--- src/sv/psdm_pkg.sv ---
// shared constants, codes and command/status structs for the pulse speed/distance meter
// used by every other file of the block; depends on nothing
package psdm_pkg;

    localparam int RING_DEPTH = 10;
    localparam int RIDX_W     = (RING_DEPTH > 1) ? $clog2(RING_DEPTH) : 1;
    localparam int RCNT_W     = $clog2(RING_DEPTH + 1);

    localparam int KIND_W  = 3;
    localparam int TS_W    = 32;
    localparam int PULL_W  = 2;
    localparam int RKIND_W = 2;
    localparam int SPD_W   = 16;
    localparam int DIST_W  = 32;
    localparam int TOT_W   = 24;

    localparam int CAL_W   = 15;
    localparam int CAL22_W = 20;
    localparam int TMO_W   = 32;
    localparam int PER_W   = 21;
    localparam int SUM_W   = 40;
    localparam int CNT_W   = 16;
    localparam int PEND_W  = 16;
    localparam int RSUM_W  = PER_W + RCNT_W;
    localparam int DIV_W   = 48;

    localparam int CFG_IDX_W  = 2;
    localparam int CFG_DATA_W = 32;

    localparam logic [CFG_IDX_W-1:0] CFG_CAL     = 2'd0;
    localparam logic [CFG_IDX_W-1:0] CFG_TIMEOUT = 2'd1;
    localparam logic [CFG_IDX_W-1:0] CFG_MIN     = 2'd2;
    localparam logic [CFG_IDX_W-1:0] CFG_MAX     = 2'd3;

    localparam logic [CAL_W-1:0]   CAL_RST     = 15'd1000;
    localparam logic [CAL22_W-1:0] CAL22_RST   = 20'd22000;
    localparam logic [TMO_W-1:0]   TIMEOUT_RST = 32'd1000000;
    localparam logic [PER_W-1:0]   MIN_RST     = 21'd100;
    localparam logic [PER_W-1:0]   MAX_RST     = 21'd2000000;

    localparam logic [KIND_W-1:0] KIND_PULSE     = 3'd0;
    localparam logic [KIND_W-1:0] KIND_TICK      = 3'd1;
    localparam logic [KIND_W-1:0] KIND_PULL      = 3'd2;
    localparam logic [KIND_W-1:0] KIND_DRV_START = 3'd3;
    localparam logic [KIND_W-1:0] KIND_DRV_STOP  = 3'd4;

    localparam logic [PULL_W-1:0] PULL_READY   = 2'd0;
    localparam logic [PULL_W-1:0] PULL_STAGED  = 2'd1;
    localparam logic [PULL_W-1:0] PULL_PULLING = 2'd2;

    localparam logic [RKIND_W-1:0] REP_UPDATE  = 2'd0;
    localparam logic [RKIND_W-1:0] REP_COUNT   = 2'd1;
    localparam logic [RKIND_W-1:0] REP_CAPTURE = 2'd2;

    localparam logic [DIV_W-1:0]  SPEED_NUM      = 48'd1152000000000;
    localparam logic [DIV_W-1:0]  DIST_NUM       = 48'd76800;
    localparam logic [CAL22_W-1:0] SPEED_DEN_K   = 20'd22;
    localparam logic [SUM_W-1:0]  PER_LO_FACTOR  = 40'd100;
    localparam logic [SUM_W-1:0]  PER_HI_FACTOR  = 40'd2000000;
    localparam logic [SPD_W-1:0]  SPEED_MIN_DECAY = 16'd3;
    localparam logic [TOT_W-1:0]  CAP_LO         = 24'd250;
    localparam logic [TOT_W-1:0]  CAP_HI         = 24'd25000;

    typedef struct packed {
        logic               latch;
        logic               pulse_upd;
        logic               pull_upd;
        logic               drv_start;
        logic               drv_stop;
        logic               tick_take;
        logic               dist_add;
        logic               div_period;
        logic               ring_push;
        logic               mul_load;
        logic               div_speed;
        logic               speed_load;
        logic               speed_zero;
        logic               stage_clear;
        logic               div_dist;
        logic               dist_load;
        logic               dist_special;
        logic               emit;
        logic [RKIND_W-1:0] rep_kind;
    } cmd_t;

    typedef struct packed {
        logic [KIND_W-1:0] kind;
        logic              pulses_zero;
        logic              range_ok;
        logic              drive_off;
        logic              pull_active;
        logic              staged;
        logic              timeout_hit;
        logic              cal_zero;
        logic              div_done;
        logic              out_free;
    } status_t;

endpackage

--- src/sv/psdm_if.sv ---
// valid/ready channel interfaces for event beats in and report beats out
// depends on psdm_pkg
interface psdm_evt_if;
    logic                         valid;
    logic                         ready;
    logic [psdm_pkg::KIND_W-1:0]  kind;
    logic [psdm_pkg::TS_W-1:0]    timestamp_us;
    logic [psdm_pkg::PULL_W-1:0]  new_pull_state;

    modport source (output valid, kind, timestamp_us, new_pull_state, input ready);
    modport sink (input valid, kind, timestamp_us, new_pull_state, output ready);
endinterface

interface psdm_rpt_if;
    logic                         valid;
    logic                         ready;
    logic [psdm_pkg::RKIND_W-1:0] report_kind;
    logic [psdm_pkg::SPD_W-1:0]   speed_mph_q8;
    logic [psdm_pkg::DIST_W-1:0]  distance_ft_q8;
    logic [psdm_pkg::TOT_W-1:0]   pulse_total;
    logic                         capture_ok;

    modport source (output valid, report_kind, speed_mph_q8, distance_ft_q8, pulse_total,
                    capture_ok, input ready);
    modport sink (input valid, report_kind, speed_mph_q8, distance_ft_q8, pulse_total,
                  capture_ok, output ready);
endinterface

--- src/sv/psdm_div.sv ---
// shared restoring divider, one quotient bit per cycle
// depends on psdm_pkg
module psdm_div (
    input  logic                       clk,
    input  logic                       rst_n,
    input  logic                       start,
    input  logic [psdm_pkg::DIV_W-1:0] num,
    input  logic [psdm_pkg::DIV_W-1:0] den,
    output logic                       busy,
    output logic                       done,
    output logic [psdm_pkg::DIV_W-1:0] quot
);
    localparam int W   = psdm_pkg::DIV_W;
    localparam int CW  = $clog2(W + 1);

    logic          busy_reg, busy_next;
    logic          done_reg, done_next;
    logic [CW-1:0] cnt_reg, cnt_next;
    logic [W:0]    rem_reg, rem_next;
    logic [W-1:0]  quo_reg, quo_next;
    logic [W-1:0]  den_reg, den_next;
    logic [W:0]    rem_sh;
    logic          fits;

    always_comb
    begin
        rem_sh    = {rem_reg[W-1:0], quo_reg[W-1]};
        fits      = (rem_sh >= {1'b0, den_reg});
        busy_next = busy_reg;
        done_next = 1'b0;
        cnt_next  = cnt_reg;
        rem_next  = rem_reg;
        quo_next  = quo_reg;
        den_next  = den_reg;
        if (start)
        begin
            busy_next = 1'b1;
            cnt_next  = CW'(W);
            rem_next  = '0;
            quo_next  = num;
            den_next  = den;
        end
        else if (busy_reg)
        begin
            rem_next = fits ? (rem_sh - {1'b0, den_reg}) : rem_sh;
            quo_next = {quo_reg[W-2:0], fits};
            cnt_next = cnt_reg - CW'(1);
            if (cnt_reg == CW'(1))
            begin
                busy_next = 1'b0;
                done_next = 1'b1;
            end
        end
    end

    always_ff @(posedge clk or negedge rst_n)
    begin
        if (!rst_n)
        begin
            busy_reg <= 1'b0;
            done_reg <= 1'b0;
            cnt_reg  <= '0;
        end
        else
        begin
            busy_reg <= busy_next;
            done_reg <= done_next;
            cnt_reg  <= cnt_next;
        end
    end

    always_ff @(posedge clk)
    begin
        rem_reg <= rem_next;
        quo_reg <= quo_next;
        den_reg <= den_next;
    end

    assign busy = busy_reg;
    assign done = done_reg;
    assign quot = quo_reg;

endmodule

--- src/sv/psdm_dp.sv ---
// datapath: configuration, measurement state, period ring, divider operands, report register
// depends on psdm_pkg and psdm_div
module psdm_dp (
    input  logic                            clk,
    input  logic                            rst_n,
    input  logic                            cfg_we,
    input  logic [psdm_pkg::CFG_IDX_W-1:0]  cfg_index,
    input  logic [psdm_pkg::CFG_DATA_W-1:0] cfg_data,
    input  logic [psdm_pkg::KIND_W-1:0]     in_kind,
    input  logic [psdm_pkg::TS_W-1:0]       in_ts,
    input  logic [psdm_pkg::PULL_W-1:0]     in_pull,
    output logic                            out_valid,
    input  logic                            out_ready,
    output logic [psdm_pkg::RKIND_W-1:0]    out_kind,
    output logic [psdm_pkg::SPD_W-1:0]      out_speed,
    output logic [psdm_pkg::DIST_W-1:0]     out_dist,
    output logic [psdm_pkg::TOT_W-1:0]      out_total,
    output logic                            out_ok,
    input  psdm_pkg::cmd_t                  cmd,
    output psdm_pkg::status_t               status
);
    localparam int RD = psdm_pkg::RING_DEPTH;

    // configuration
    logic [psdm_pkg::CAL_W-1:0]   cal_reg;
    logic [psdm_pkg::CAL22_W-1:0] cal22_reg;
    logic [psdm_pkg::TMO_W-1:0]   timeout_reg;
    logic [psdm_pkg::PER_W-1:0]   min_reg;
    logic [psdm_pkg::PER_W-1:0]   max_reg;

    // latched event
    logic [psdm_pkg::KIND_W-1:0]  kind_reg;
    logic [psdm_pkg::TS_W-1:0]    ts_reg;
    logic [psdm_pkg::PULL_W-1:0]  nps_reg;

    // measurement state
    logic                          seen_reg, seen_next;
    logic [psdm_pkg::TS_W-1:0]     last_reg, last_next;
    logic [psdm_pkg::SUM_W-1:0]    isum_reg, isum_next;
    logic [psdm_pkg::CNT_W-1:0]    icnt_reg, icnt_next;
    logic [psdm_pkg::PEND_W-1:0]   pend_reg, pend_next;
    logic [psdm_pkg::PER_W-1:0]    ring_reg [RD];
    logic [psdm_pkg::RIDX_W-1:0]   ridx_reg, ridx_next;
    logic                          rfull_reg, rfull_next;
    logic [psdm_pkg::RSUM_W-1:0]   rsum_reg, rsum_next;
    logic [psdm_pkg::TOT_W-1:0]    dpul_reg, dpul_next;
    logic [psdm_pkg::SPD_W-1:0]    speed_reg, speed_next;
    logic [psdm_pkg::PULL_W-1:0]   pull_reg, pull_next;
    logic                          drv_reg, drv_next;

    // tick snapshot and arithmetic results
    logic [psdm_pkg::PEND_W-1:0]   snap_pend_reg;
    logic [psdm_pkg::SUM_W-1:0]    snap_sum_reg;
    logic [psdm_pkg::CNT_W-1:0]    snap_cnt_reg;
    logic [psdm_pkg::DIV_W-1:0]    mul_reg;
    logic [psdm_pkg::DIST_W-1:0]   distq_reg;

    // report register
    logic                          ov_reg, ov_next;
    logic [psdm_pkg::RKIND_W-1:0]  ok_kind_reg;
    logic [psdm_pkg::SPD_W-1:0]    o_speed_reg;
    logic [psdm_pkg::DIST_W-1:0]   o_dist_reg;
    logic [psdm_pkg::TOT_W-1:0]    o_tot_reg;
    logic                          o_ok_reg;

    logic [psdm_pkg::TS_W-1:0]     elapsed;
    logic                          iv_ok;
    logic [psdm_pkg::SUM_W-1:0]    lo_lim, hi_lim;
    logic [psdm_pkg::TOT_W:0]      dsum;
    logic [psdm_pkg::TOT_W-1:0]    dsum_sat;
    logic [psdm_pkg::PER_W-1:0]    period;
    logic [psdm_pkg::RCNT_W-1:0]   n_valid;
    logic                          div_start, div_busy, div_done;
    logic [psdm_pkg::DIV_W-1:0]    div_num, div_den, div_quot;

    assign elapsed = ts_reg - last_reg;
    assign iv_ok   = (elapsed >= psdm_pkg::TS_W'(min_reg)) &&
                     (elapsed <= psdm_pkg::TS_W'(max_reg)) && (icnt_reg != '1);
    assign lo_lim  = psdm_pkg::SUM_W'(snap_cnt_reg) * psdm_pkg::PER_LO_FACTOR;
    assign hi_lim  = psdm_pkg::SUM_W'(snap_cnt_reg) * psdm_pkg::PER_HI_FACTOR;
    assign dsum    = {1'b0, dpul_reg} + (psdm_pkg::TOT_W + 1)'(snap_pend_reg);
    assign dsum_sat = dsum[psdm_pkg::TOT_W] ? '1 : dsum[psdm_pkg::TOT_W-1:0];
    assign period  = div_quot[psdm_pkg::PER_W-1:0];
    assign n_valid = rfull_reg ? psdm_pkg::RCNT_W'(RD) : psdm_pkg::RCNT_W'(ridx_reg);

    // divider operand select
    assign div_start = cmd.div_period | cmd.div_speed | cmd.div_dist;
    always_comb
    begin
        if (cmd.div_period)
        begin
            div_num = psdm_pkg::DIV_W'(snap_sum_reg);
            div_den = psdm_pkg::DIV_W'(snap_cnt_reg);
        end
        else if (cmd.div_speed)
        begin
            div_num = psdm_pkg::SPEED_NUM * psdm_pkg::DIV_W'(n_valid);
            div_den = mul_reg;
        end
        else
        begin
            div_num = psdm_pkg::DIST_NUM * psdm_pkg::DIV_W'(dpul_reg);
            div_den = psdm_pkg::DIV_W'(cal_reg);
        end
    end

    psdm_div u_div (
        .clk   (clk),
        .rst_n (rst_n),
        .start (div_start),
        .num   (div_num),
        .den   (div_den),
        .busy  (div_busy),
        .done  (div_done),
        .quot  (div_quot)
    );

    always_comb
    begin
        seen_next  = seen_reg;
        last_next  = last_reg;
        isum_next  = isum_reg;
        icnt_next  = icnt_reg;
        pend_next  = pend_reg;
        ridx_next  = ridx_reg;
        rfull_next = rfull_reg;
        rsum_next  = rsum_reg;
        dpul_next  = dpul_reg;
        speed_next = speed_reg;
        pull_next  = pull_reg;
        drv_next   = drv_reg;

        if (cmd.pulse_upd)
        begin
            if (seen_reg && iv_ok)
            begin
                isum_next = isum_reg + psdm_pkg::SUM_W'(elapsed);
                icnt_next = icnt_reg + psdm_pkg::CNT_W'(1);
            end
            last_next = ts_reg;
            seen_next = 1'b1;
            if (pend_reg != '1)
                pend_next = pend_reg + psdm_pkg::PEND_W'(1);
        end
        if (cmd.tick_take)
        begin
            isum_next = '0;
            icnt_next = '0;
            pend_next = '0;
        end
        if (cmd.pull_upd)
        begin
            pull_next = nps_reg;
            if (nps_reg == psdm_pkg::PULL_STAGED)
                dpul_next = '0;
        end
        if (cmd.drv_start)
        begin
            drv_next  = 1'b1;
            dpul_next = '0;
        end
        if (cmd.drv_stop)
            drv_next = 1'b0;
        if (cmd.dist_add)
            dpul_next = dsum_sat;
        if (cmd.stage_clear)
            dpul_next = '0;
        if (cmd.ring_push)
        begin
            rsum_next = rsum_reg - psdm_pkg::RSUM_W'(ring_reg[ridx_reg])
                        + psdm_pkg::RSUM_W'(period);
            if (ridx_reg == psdm_pkg::RIDX_W'(RD - 1))
            begin
                ridx_next  = '0;
                rfull_next = 1'b1;
            end
            else
                ridx_next = ridx_reg + psdm_pkg::RIDX_W'(1);
        end
        if (cmd.speed_load)
            speed_next = (div_quot > psdm_pkg::DIV_W'({psdm_pkg::SPD_W{1'b1}})) ? '1
                         : div_quot[psdm_pkg::SPD_W-1:0];
        if (cmd.speed_zero)
            speed_next = '0;
    end

    assign ov_next = cmd.emit ? 1'b1 : (out_ready ? 1'b0 : ov_reg);

    always_ff @(posedge clk or negedge rst_n)
    begin
        if (!rst_n)
        begin
            cal_reg     <= psdm_pkg::CAL_RST;
            cal22_reg   <= psdm_pkg::CAL22_RST;
            timeout_reg <= psdm_pkg::TIMEOUT_RST;
            min_reg     <= psdm_pkg::MIN_RST;
            max_reg     <= psdm_pkg::MAX_RST;
            seen_reg    <= 1'b0;
            last_reg    <= '0;
            isum_reg    <= '0;
            icnt_reg    <= '0;
            pend_reg    <= '0;
            for (int i = 0; i < RD; i++)
                ring_reg[i] <= '0;
            ridx_reg    <= '0;
            rfull_reg   <= 1'b0;
            rsum_reg    <= '0;
            dpul_reg    <= '0;
            speed_reg   <= '0;
            pull_reg    <= psdm_pkg::PULL_READY;
            drv_reg     <= 1'b0;
            ov_reg      <= 1'b0;
        end
        else
        begin
            if (cfg_we)
            begin
                unique case (cfg_index)
                    psdm_pkg::CFG_CAL:
                    begin
                        cal_reg   <= cfg_data[psdm_pkg::CAL_W-1:0];
                        cal22_reg <= psdm_pkg::CAL22_W'(cfg_data[psdm_pkg::CAL_W-1:0])
                                     * psdm_pkg::SPEED_DEN_K;
                    end
                    psdm_pkg::CFG_TIMEOUT: timeout_reg <= cfg_data[psdm_pkg::TMO_W-1:0];
                    psdm_pkg::CFG_MIN:     min_reg     <= cfg_data[psdm_pkg::PER_W-1:0];
                    psdm_pkg::CFG_MAX:     max_reg     <= cfg_data[psdm_pkg::PER_W-1:0];
                    default: ;
                endcase
            end
            seen_reg  <= seen_next;
            last_reg  <= last_next;
            isum_reg  <= isum_next;
            icnt_reg  <= icnt_next;
            pend_reg  <= pend_next;
            if (cmd.ring_push)
                ring_reg[ridx_reg] <= period;
            ridx_reg  <= ridx_next;
            rfull_reg <= rfull_next;
            rsum_reg  <= rsum_next;
            dpul_reg  <= dpul_next;
            speed_reg <= speed_next;
            pull_reg  <= pull_next;
            drv_reg   <= drv_next;
            ov_reg    <= ov_next;
        end
    end

    always_ff @(posedge clk)
    begin
        if (cmd.latch)
        begin
            kind_reg <= in_kind;
            ts_reg   <= in_ts;
            nps_reg  <= in_pull;
        end
        if (cmd.tick_take)
        begin
            snap_pend_reg <= pend_reg;
            snap_sum_reg  <= isum_reg;
            snap_cnt_reg  <= icnt_reg;
        end
        if (cmd.mul_load)
            mul_reg <= psdm_pkg::DIV_W'(cal22_reg) * psdm_pkg::DIV_W'(rsum_reg);
        if (cmd.dist_load)
            distq_reg <= (div_quot > psdm_pkg::DIV_W'({psdm_pkg::DIST_W{1'b1}})) ? '1
                         : div_quot[psdm_pkg::DIST_W-1:0];
        if (cmd.dist_special)
            distq_reg <= (dpul_reg != '0) ? '1 : '0;
        if (cmd.emit)
        begin
            ok_kind_reg <= cmd.rep_kind;
            o_tot_reg   <= dpul_reg;
            o_speed_reg <= '0;
            o_dist_reg  <= '0;
            o_ok_reg    <= 1'b0;
            case (cmd.rep_kind)
                psdm_pkg::REP_UPDATE:
                begin
                    o_speed_reg <= speed_reg;
                    o_dist_reg  <= distq_reg;
                end
                psdm_pkg::REP_CAPTURE:
                    o_ok_reg <= (dpul_reg >= psdm_pkg::CAP_LO) && (dpul_reg <= psdm_pkg::CAP_HI);
                default: ;
            endcase
        end
    end

    always_comb
    begin
        status.kind        = kind_reg;
        status.pulses_zero = (snap_pend_reg == '0);
        status.range_ok    = (snap_cnt_reg != '0) && (cal_reg != '0) &&
                             (snap_sum_reg > lo_lim) && (snap_sum_reg < hi_lim);
        status.drive_off   = drv_reg;
        status.pull_active = (pull_reg == psdm_pkg::PULL_STAGED) ||
                             (pull_reg == psdm_pkg::PULL_PULLING);
        status.staged      = (pull_reg == psdm_pkg::PULL_STAGED);
        status.timeout_hit = seen_reg && (elapsed > timeout_reg) &&
                             (speed_reg >= psdm_pkg::SPEED_MIN_DECAY);
        status.cal_zero    = (cal_reg == '0);
        status.div_done    = div_done;
        status.out_free    = !ov_reg || out_ready;
    end

    assign out_valid = ov_reg;
    assign out_kind  = ok_kind_reg;
    assign out_speed = o_speed_reg;
    assign out_dist  = o_dist_reg;
    assign out_total = o_tot_reg;
    assign out_ok    = o_ok_reg;

    a_ridx_range: assert property (@(posedge clk) disable iff (!rst_n)
        ridx_reg <= psdm_pkg::RIDX_W'(RD - 1))
        else $error("ring index out of range");

    a_full_sticky: assert property (@(posedge clk) disable iff (!rst_n)
        !$fell(rfull_reg))
        else $error("ring full flag cleared");

    a_push_sum: assert property (@(posedge clk) disable iff (!rst_n)
        cmd.ring_push |=> (rsum_reg != '0))
        else $error("ring sum zero after a push");

    a_div_idle: assert property (@(posedge clk) disable iff (!rst_n)
        div_start |-> !div_busy)
        else $error("divider started while busy");

endmodule

--- src/sv/psdm_ctrl.sv ---
// controller state machine sequencing event handling and the shared divider
// depends on psdm_pkg
module psdm_ctrl (
    input  logic              clk,
    input  logic              rst_n,
    input  logic              in_valid,
    output logic              in_ready,
    input  psdm_pkg::status_t status,
    output psdm_pkg::cmd_t    cmd
);
    typedef enum logic [3:0] {
        S_IDLE,
        S_DECODE,
        S_TICK,
        S_DIV_PER,
        S_MUL,
        S_SPD_GO,
        S_DIV_SPD,
        S_CLR,
        S_DIST,
        S_DIST_WAIT,
        S_EMIT
    } state_t;

    state_t                         state_reg, state_next;
    logic [psdm_pkg::RKIND_W-1:0]   rk_reg, rk_next;

    always_comb
    begin
        state_next   = state_reg;
        rk_next      = rk_reg;
        cmd          = '0;
        cmd.rep_kind = rk_reg;
        unique case (state_reg)
            S_IDLE:
            begin
                cmd.latch = in_valid;
                if (in_valid)
                    state_next = S_DECODE;
            end
            S_DECODE:
            begin
                case (status.kind)
                    psdm_pkg::KIND_PULSE:
                    begin
                        cmd.pulse_upd = 1'b1;
                        state_next    = S_IDLE;
                    end
                    psdm_pkg::KIND_TICK:
                    begin
                        cmd.tick_take = 1'b1;
                        state_next    = S_TICK;
                    end
                    psdm_pkg::KIND_PULL:
                    begin
                        cmd.pull_upd = 1'b1;
                        state_next   = S_IDLE;
                    end
                    psdm_pkg::KIND_DRV_START:
                    begin
                        cmd.drv_start = 1'b1;
                        rk_next       = psdm_pkg::REP_COUNT;
                        state_next    = S_EMIT;
                    end
                    psdm_pkg::KIND_DRV_STOP:
                    begin
                        cmd.drv_stop = 1'b1;
                        rk_next      = psdm_pkg::REP_CAPTURE;
                        state_next   = S_EMIT;
                    end
                    default: state_next = S_IDLE;
                endcase
            end
            S_TICK:
            begin
                rk_next = psdm_pkg::REP_UPDATE;
                if (status.drive_off)
                begin
                    rk_next = psdm_pkg::REP_COUNT;
                    if (status.pulses_zero)
                        state_next = S_IDLE;
                    else
                    begin
                        cmd.dist_add = 1'b1;
                        state_next   = S_EMIT;
                    end
                end
                else if (status.pull_active && !status.pulses_zero)
                begin
                    cmd.dist_add = 1'b1;
                    if (status.range_ok)
                    begin
                        cmd.div_period = 1'b1;
                        state_next     = S_DIV_PER;
                    end
                    else
                        state_next = S_CLR;
                end
                else if (status.timeout_hit)
                begin
                    cmd.speed_zero = 1'b1;
                    state_next     = S_DIST;
                end
                else
                    state_next = S_IDLE;
            end
            S_DIV_PER:
            begin
                if (status.div_done)
                begin
                    cmd.ring_push = 1'b1;
                    state_next    = S_MUL;
                end
            end
            S_MUL:
            begin
                cmd.mul_load = 1'b1;
                state_next   = S_SPD_GO;
            end
            S_SPD_GO:
            begin
                cmd.div_speed = 1'b1;
                state_next    = S_DIV_SPD;
            end
            S_DIV_SPD:
            begin
                if (status.div_done)
                begin
                    cmd.speed_load = 1'b1;
                    state_next     = S_CLR;
                end
            end
            S_CLR:
            begin
                // staged count is cleared after the pulses were taken
                cmd.stage_clear = status.staged;
                state_next      = S_DIST;
            end
            S_DIST:
            begin
                if (status.cal_zero)
                begin
                    cmd.dist_special = 1'b1;
                    state_next       = S_EMIT;
                end
                else
                begin
                    cmd.div_dist = 1'b1;
                    state_next   = S_DIST_WAIT;
                end
            end
            S_DIST_WAIT:
            begin
                if (status.div_done)
                begin
                    cmd.dist_load = 1'b1;
                    state_next    = S_EMIT;
                end
            end
            S_EMIT:
            begin
                if (status.out_free)
                begin
                    cmd.emit   = 1'b1;
                    state_next = S_IDLE;
                end
            end
            default: state_next = S_IDLE;
        endcase
    end

    always_ff @(posedge clk or negedge rst_n)
    begin
        if (!rst_n)
        begin
            state_reg <= S_IDLE;
            rk_reg    <= psdm_pkg::REP_UPDATE;
        end
        else
        begin
            state_reg <= state_next;
            rk_reg    <= rk_next;
        end
    end

    assign in_ready = (state_reg == S_IDLE);

endmodule

--- src/sv/pulse_speed_distance_meter.sv ---
// top level of the pulse speed/distance meter: controller, datapath and channel glue
// depends on psdm_pkg, psdm_if, psdm_ctrl, psdm_dp
//
//   channel   dir   handshake      payload
//   evt       in    valid/ready    kind, timestamp_us, new_pull_state
//   rpt       out   valid/ready    report_kind, speed_mph_q8, distance_ft_q8, pulse_total,
//                                  capture_ok
//   cfg       in    cfg_we only    cfg_index, cfg_data
//
// pulse and pull-state events finish in the decode state; drive-off start/stop also pass through the emit state
// a tick runs up to three passes of the shared divider (period mean, speed, distance),
// each waited out to its done strobe
// rst_n clears the controller, configuration and measurement state at once; no clearing pass is needed
// a finished report waits in the output register; a report-making event stalls in its
// last cycle while that register is held, and evt is refused while one is being built
module pulse_speed_distance_meter (
    input  logic                            clk,
    input  logic                            rst_n,
    psdm_evt_if.sink                        evt,
    psdm_rpt_if.source                      rpt,
    input  logic                            cfg_we,
    input  logic [psdm_pkg::CFG_IDX_W-1:0]  cfg_index,
    input  logic [psdm_pkg::CFG_DATA_W-1:0] cfg_data
);
    psdm_pkg::cmd_t    cmd;
    psdm_pkg::status_t status;

    psdm_ctrl u_ctrl (
        .clk      (clk),
        .rst_n    (rst_n),
        .in_valid (evt.valid),
        .in_ready (evt.ready),
        .status   (status),
        .cmd      (cmd)
    );

    psdm_dp u_dp (
        .clk       (clk),
        .rst_n     (rst_n),
        .cfg_we    (cfg_we),
        .cfg_index (cfg_index),
        .cfg_data  (cfg_data),
        .in_kind   (evt.kind),
        .in_ts     (evt.timestamp_us),
        .in_pull   (evt.new_pull_state),
        .out_valid (rpt.valid),
        .out_ready (rpt.ready),
        .out_kind  (rpt.report_kind),
        .out_speed (rpt.speed_mph_q8),
        .out_dist  (rpt.distance_ft_q8),
        .out_total (rpt.pulse_total),
        .out_ok    (rpt.capture_ok),
        .cmd       (cmd),
        .status    (status)
    );

endmodule

--- src/flat_wrapper.sv ---
// flat-port wrapper written by rule: the top's interface ports become plain ports
module pulse_speed_distance_meter_flat 
  (clk, rst_n, cfg_we, cfg_index, cfg_data, evt_valid, evt_kind, evt_timestamp_us, evt_new_pull_state, evt_ready, rpt_valid, rpt_report_kind, rpt_speed_mph_q8, rpt_distance_ft_q8, rpt_pulse_total, rpt_capture_ok, rpt_ready);
  psdm_evt_if evt_i ();
  psdm_rpt_if rpt_i ();
  input  logic clk;
  input  logic rst_n;
  input  logic cfg_we;
  input  logic [psdm_pkg::CFG_IDX_W-1:0] cfg_index;
  input  logic [psdm_pkg::CFG_DATA_W-1:0] cfg_data;
  input wire logic [$bits(evt_i.valid)-1:0] evt_valid;
  input wire logic [$bits(evt_i.kind)-1:0] evt_kind;
  input wire logic [$bits(evt_i.timestamp_us)-1:0] evt_timestamp_us;
  input wire logic [$bits(evt_i.new_pull_state)-1:0] evt_new_pull_state;
  output wire logic [$bits(evt_i.ready)-1:0] evt_ready;
  output wire logic [$bits(rpt_i.valid)-1:0] rpt_valid;
  output wire logic [$bits(rpt_i.report_kind)-1:0] rpt_report_kind;
  output wire logic [$bits(rpt_i.speed_mph_q8)-1:0] rpt_speed_mph_q8;
  output wire logic [$bits(rpt_i.distance_ft_q8)-1:0] rpt_distance_ft_q8;
  output wire logic [$bits(rpt_i.pulse_total)-1:0] rpt_pulse_total;
  output wire logic [$bits(rpt_i.capture_ok)-1:0] rpt_capture_ok;
  input wire logic [$bits(rpt_i.ready)-1:0] rpt_ready;
  assign evt_i.valid = evt_valid;
  assign evt_i.kind = evt_kind;
  assign evt_i.timestamp_us = evt_timestamp_us;
  assign evt_i.new_pull_state = evt_new_pull_state;
  assign evt_ready = evt_i.ready;
  assign rpt_valid = rpt_i.valid;
  assign rpt_report_kind = rpt_i.report_kind;
  assign rpt_speed_mph_q8 = rpt_i.speed_mph_q8;
  assign rpt_distance_ft_q8 = rpt_i.distance_ft_q8;
  assign rpt_pulse_total = rpt_i.pulse_total;
  assign rpt_capture_ok = rpt_i.capture_ok;
  assign rpt_i.ready = rpt_ready;
  pulse_speed_distance_meter u_core (.clk(clk), .rst_n(rst_n), .evt(evt_i), .rpt(rpt_i), .cfg_we(cfg_we), .cfg_index(cfg_index), .cfg_data(cfg_data));
endmodule
--- config.mk ---
export PLATFORM = sky130hd
export DESIGN_NAME = pulse_speed_distance_meter_flat
export DESIGN_NICKNAME = d
export VERILOG_FILES = /design/src/sv/psdm_pkg.sv /design/src/sv/psdm_if.sv /design/src/sv/psdm_div.sv /design/src/sv/psdm_dp.sv /design/src/sv/psdm_ctrl.sv /design/src/sv/pulse_speed_distance_meter.sv /design/src/flat_wrapper.sv
export SDC_FILE = /design/constraint.sdc
export NUM_CORES = 2
export LEC_CHECK = 0
export BUFFER_PORTS_ARGS = -buffer_cell sky130_fd_sc_hd__buf_2
export CAP_MARGIN = 20
export CORE_UTILIZATION = 60
export DETAILED_ROUTE_END_ITERATION = 10
export PLACE_DENSITY = 0.8
export RECOVER_POWER = 50
export SYNTH_ARGS = -nofsm -noshare
export SYNTH_HDL_FRONTEND = slang
export SYNTH_HIERARCHICAL = 1
export SYNTH_SLANG_ARGS = --single-unit
export TNS_END_PERCENT = 100
--- constraint.sdc ---
create_clock -name clk -period 32.3 [get_ports clk]
set_input_delay 6.46 -clock clk [delete_from_list [all_inputs] [get_ports clk]]
set_output_delay 6.46 -clock clk [all_outputs]
set_load 0.05 [all_outputs]
==> summary.md <==
| Metric | Value |
|---|---|
| CTS tree | yes |
| Layout cell share with drive strength beyond 1 | 9.514% |
| Post-DRT Antenna Nets | 0 |
| First-pass GRT wire length | 302.3 mm |
| Ys async rst share | 55.80% |
| EDFF count, synth | between 300 and 400 |
| DR WL/cell | 20.31 um |
| # H-tree levels | 3 |
| Met1 global-route usage | around two fifths |
| Syn_area_per_cell | 9.855 sq um |
| DR DRC count | 0 |
| Fin nets | about 8,900 |
| Vias per inst | 6.011 |
| Area growth, synth to finish | 6.975% |
| Final Util | approximately two thirds |
| Fmax | 0.08435 GHz |
| Via Count | 55,720 |
| Layer with the highest usage | met2 |
| Most common cell after layout, fill and taps aside | inv_1 |
| Total GRT Usage | 30.27% |
| Die span in x | about 350 um |
| Pin count of the biggest net entering global routing | 207 |
| Most numerous cell on the critical path | buf_4 |
| Post-synthesis sequential area ratio | approximately a third |
| Status | finished with violations |
| Final period util | between 30% and 40% |
| Synth area leaders | dfrtp_1, fa_1, edfxtp_1 |
| Power per cell area | 78.56 nW/um^2 |
| Initial antenna violation count | 4 |
| Core Area | 122,500 sq um |
| Starting density of the core | 60.79% |
| M2 GR Usage | between 40% and 50% |
| Hold Fails Final Rpt | 0 |
| CTS buffer count | 95 |
| Max FFs per register | 210 |
| Worst-margin pin slew | 4365 ps |
| Port-buffer cells | 152 |
| Max Slew Vio Count | 945 |
| Setup TNS | 0 ps |
| Synth cell types | between 90 and 100 |
| CP max FO | about 210 |
| Postcts setup bufs | 0 |
| Failing checks | max-capacitance violations, max-slew violations |
| Worst Setup End Kind | asynchronous set/reset pin |
| Sink Count | 914 |
| Ys flop type | dfrtp_1 |
| Setup Skew | 59.70 ps |
| Iter 0 DRT Violations | 5,237 |
| Most frequent cells in the layout | inv_1, nand2_1, ha_1 |
| Met3 Resource Use GR | 4.684% |
| Yosys top cell by area | dfrtp_1 |
| Max-slew headroom | -191.0% |
| Non-filler instance count after layout | 9,270 |
| Root Buffer | clkbuf_16 |
| Warnings from Yosys | 6 |
| Max_cap viols | 21 |
| Critical path launch point type | primary input |
| Vias in the first global route | 56,628 |
| Reg clk slew, reported paths | 60 ps |
| Clock Tree Buf Depth | 3 |
| # setup viols final | 0 |
| Congestion Overflow GR | 0 |
| Die area | 125,500 sq um |
| WP data required | 32,800 ps |
| CP arrival | 12,360 ps |
| Cell Chain, Critical Path | clkbuf_1 > buf_4 > buf_4 > buf_12 |
| Final wirelength | 188.3 mm |
| Core Rows | 128 |
| Max incr delay on CP | about 3000 ps |
| IO Pins | ~150 |
| Die Y | roughly 350 um |
| Leak | 38.45 nW |
| #FFs+latches synth | 914 |
| PnR worst setup slack | ~20,000 ps |
| Yosys top cell area share | 16.09% |
| RePlAce Congestion | 0.9414 |
| Inst Count DP | 9,084 |
| Worst VDD drop | ~0.064 mV |
| Final HPWL DP | 140.5 mm |
| Worst-skew pair later-pin latency | 730 ps |
| CP max-delay cell | clkbuf_1 |
| Crit path max-delay family | buffers and inverters |
| Post-CTS Hold Buffers | 0 |
| Mapped Area | 74,480 sq um |
| CP bufs+invs | 4 |
| Synth Instances | 7,557 |
| Hold Crit Class | reg -> reg |
| Crit path kind | in -> async |
| Post-CTS Resized | 0 |
| Period minus WS final | ~12,000 ps |
| Dpl ws | 21,450 ps |
| RSZ-0062 raised after global routing | false |
| Pre-antenna DRT Iters | 6 |
## cell usage after synthesis, types with 11 or more instances
master	number
a211oi_1	77
a21boi_0	11
a21o_1	153
a21oi_1	274
a22oi_1	27
a311oi_1	15
a31oi_1	33
and2_1	233
and3_1	65
and4_1	14
buf_1	24
buf_4	11
clkbuf_1	276
dfrtp_1	479
dfstp_2	31
dfxtp_1	48
edfxtp_1	356
fa_1	535
ha_1	718
inv_1	1063
mux2_2	231
mux2i_1	83
mux4_2	42
nand2_1	832
nand2b_1	57
nand3_1	93
nand4_1	50
nor2_1	343
nor2b_1	56
nor3_1	71
nor3b_1	15
nor4_1	45
o2111ai_1	11
o211ai_1	42
o21a_1	53
o21ai_0	474
o21bai_1	53
o22ai_1	11
o31ai_1	30
o41ai_1	27
or2_2	22
or3_1	28
or4_1	16
xnor2_1	172
xor2_1	95
## stage by stage
step	hold WS [ps]	total power [mW]	instance area (sq um)
2_1_floorplan	439.9	4.199	74500
3_3_place_gp	451.6	4.952	76610
3_5_place_dp	458.3	5.068	76610
4_1_cts	472.7	6.223	79850
5_1_grt	495.6	6.720	79660
6_report	472.0	6.259	79670
## tightest hold or removal path: stages, from the launching register on
cell and delay, ps:
dfstp_2 370, nand2_1 50, nand2_1 50
## cell type report
type / instances / area (sq um)
Multi-Input combinational cell: 5253 / 44670
Fill cell: 9530 / 42840
Sequential cell: 914 / 24460
Inverter: 1065 / 3998
Clock buffer: 124 / 2663
Tap cell: 1625 / 2033
Timing Repair Buffer: 231 / 1262
Clock inverter: 54 / 580.6
Antenna cell: 4 / 10.01
## cell families after synthesis
group | count (synthesis) | synth area share [%]
AO/OA/AOI/OAI | 1391 | 11.79
multiplexers | 359 | 5.924
other | 1 | 0.005035
AND/OR/NAND/NOR | 1977 | 12.68
adder cells (fa/ha/maj) | 1253 | 26.44
flip-flops | 914 | 32.83
XOR/XNOR | 267 | 3.140
buffers and inverters | 1395 | 7.194
## report_power, final
part	total (mW)	switching [mW]	internal, mW
clock	1.13	0.482	0.645
combinational	3.44	2.06	1.38
sequential	1.69	0.250	1.44
total	6.26	2.79	3.47
## worst paths after layout
| check | from | to | slack (ps) | cells after the start |
|---|---|---|---|---|
| min in group asynchronous | rst_n | u_core/u_dp/last_reg[28]$_DFFE_PN0P_ | 7270 | 1 |
| max reg2reg | u_core/u_dp/snap_cnt_reg[3]$_DFFE_PP_ | u_core/u_dp/u_div/quot[3]$_DFFE_PP_ | 21360 | 32 |
| max | rst_n | u_core/u_dp/ridx_reg[0]$_DFFE_PN0P_ | 20440 | 4 |
| max in group clk | u_core/u_dp/snap_cnt_reg[3]$_DFFE_PP_ | u_core/u_dp/u_div/quot[3]$_DFFE_PP_ | 21360 | 32 |
| min | u_core/u_dp/cal_reg[3]$_DFFE_PN1P_ | u_core/u_dp/cal_reg[3]$_DFFE_PN1P_ | 470 | 2 |
| min reg2reg | u_core/u_dp/cal_reg[3]$_DFFE_PN1P_ | u_core/u_dp/cal_reg[3]$_DFFE_PN1P_ | 470 | 2 |
## routing by layer
layer	part of all wire [%]	up-vias
li1	-	25547
met5	0.0064	-
met4	3.5	2
met2	47	2198
met1	42	27577
met3	7.7	396
Power figures use the tool's default switching activity.
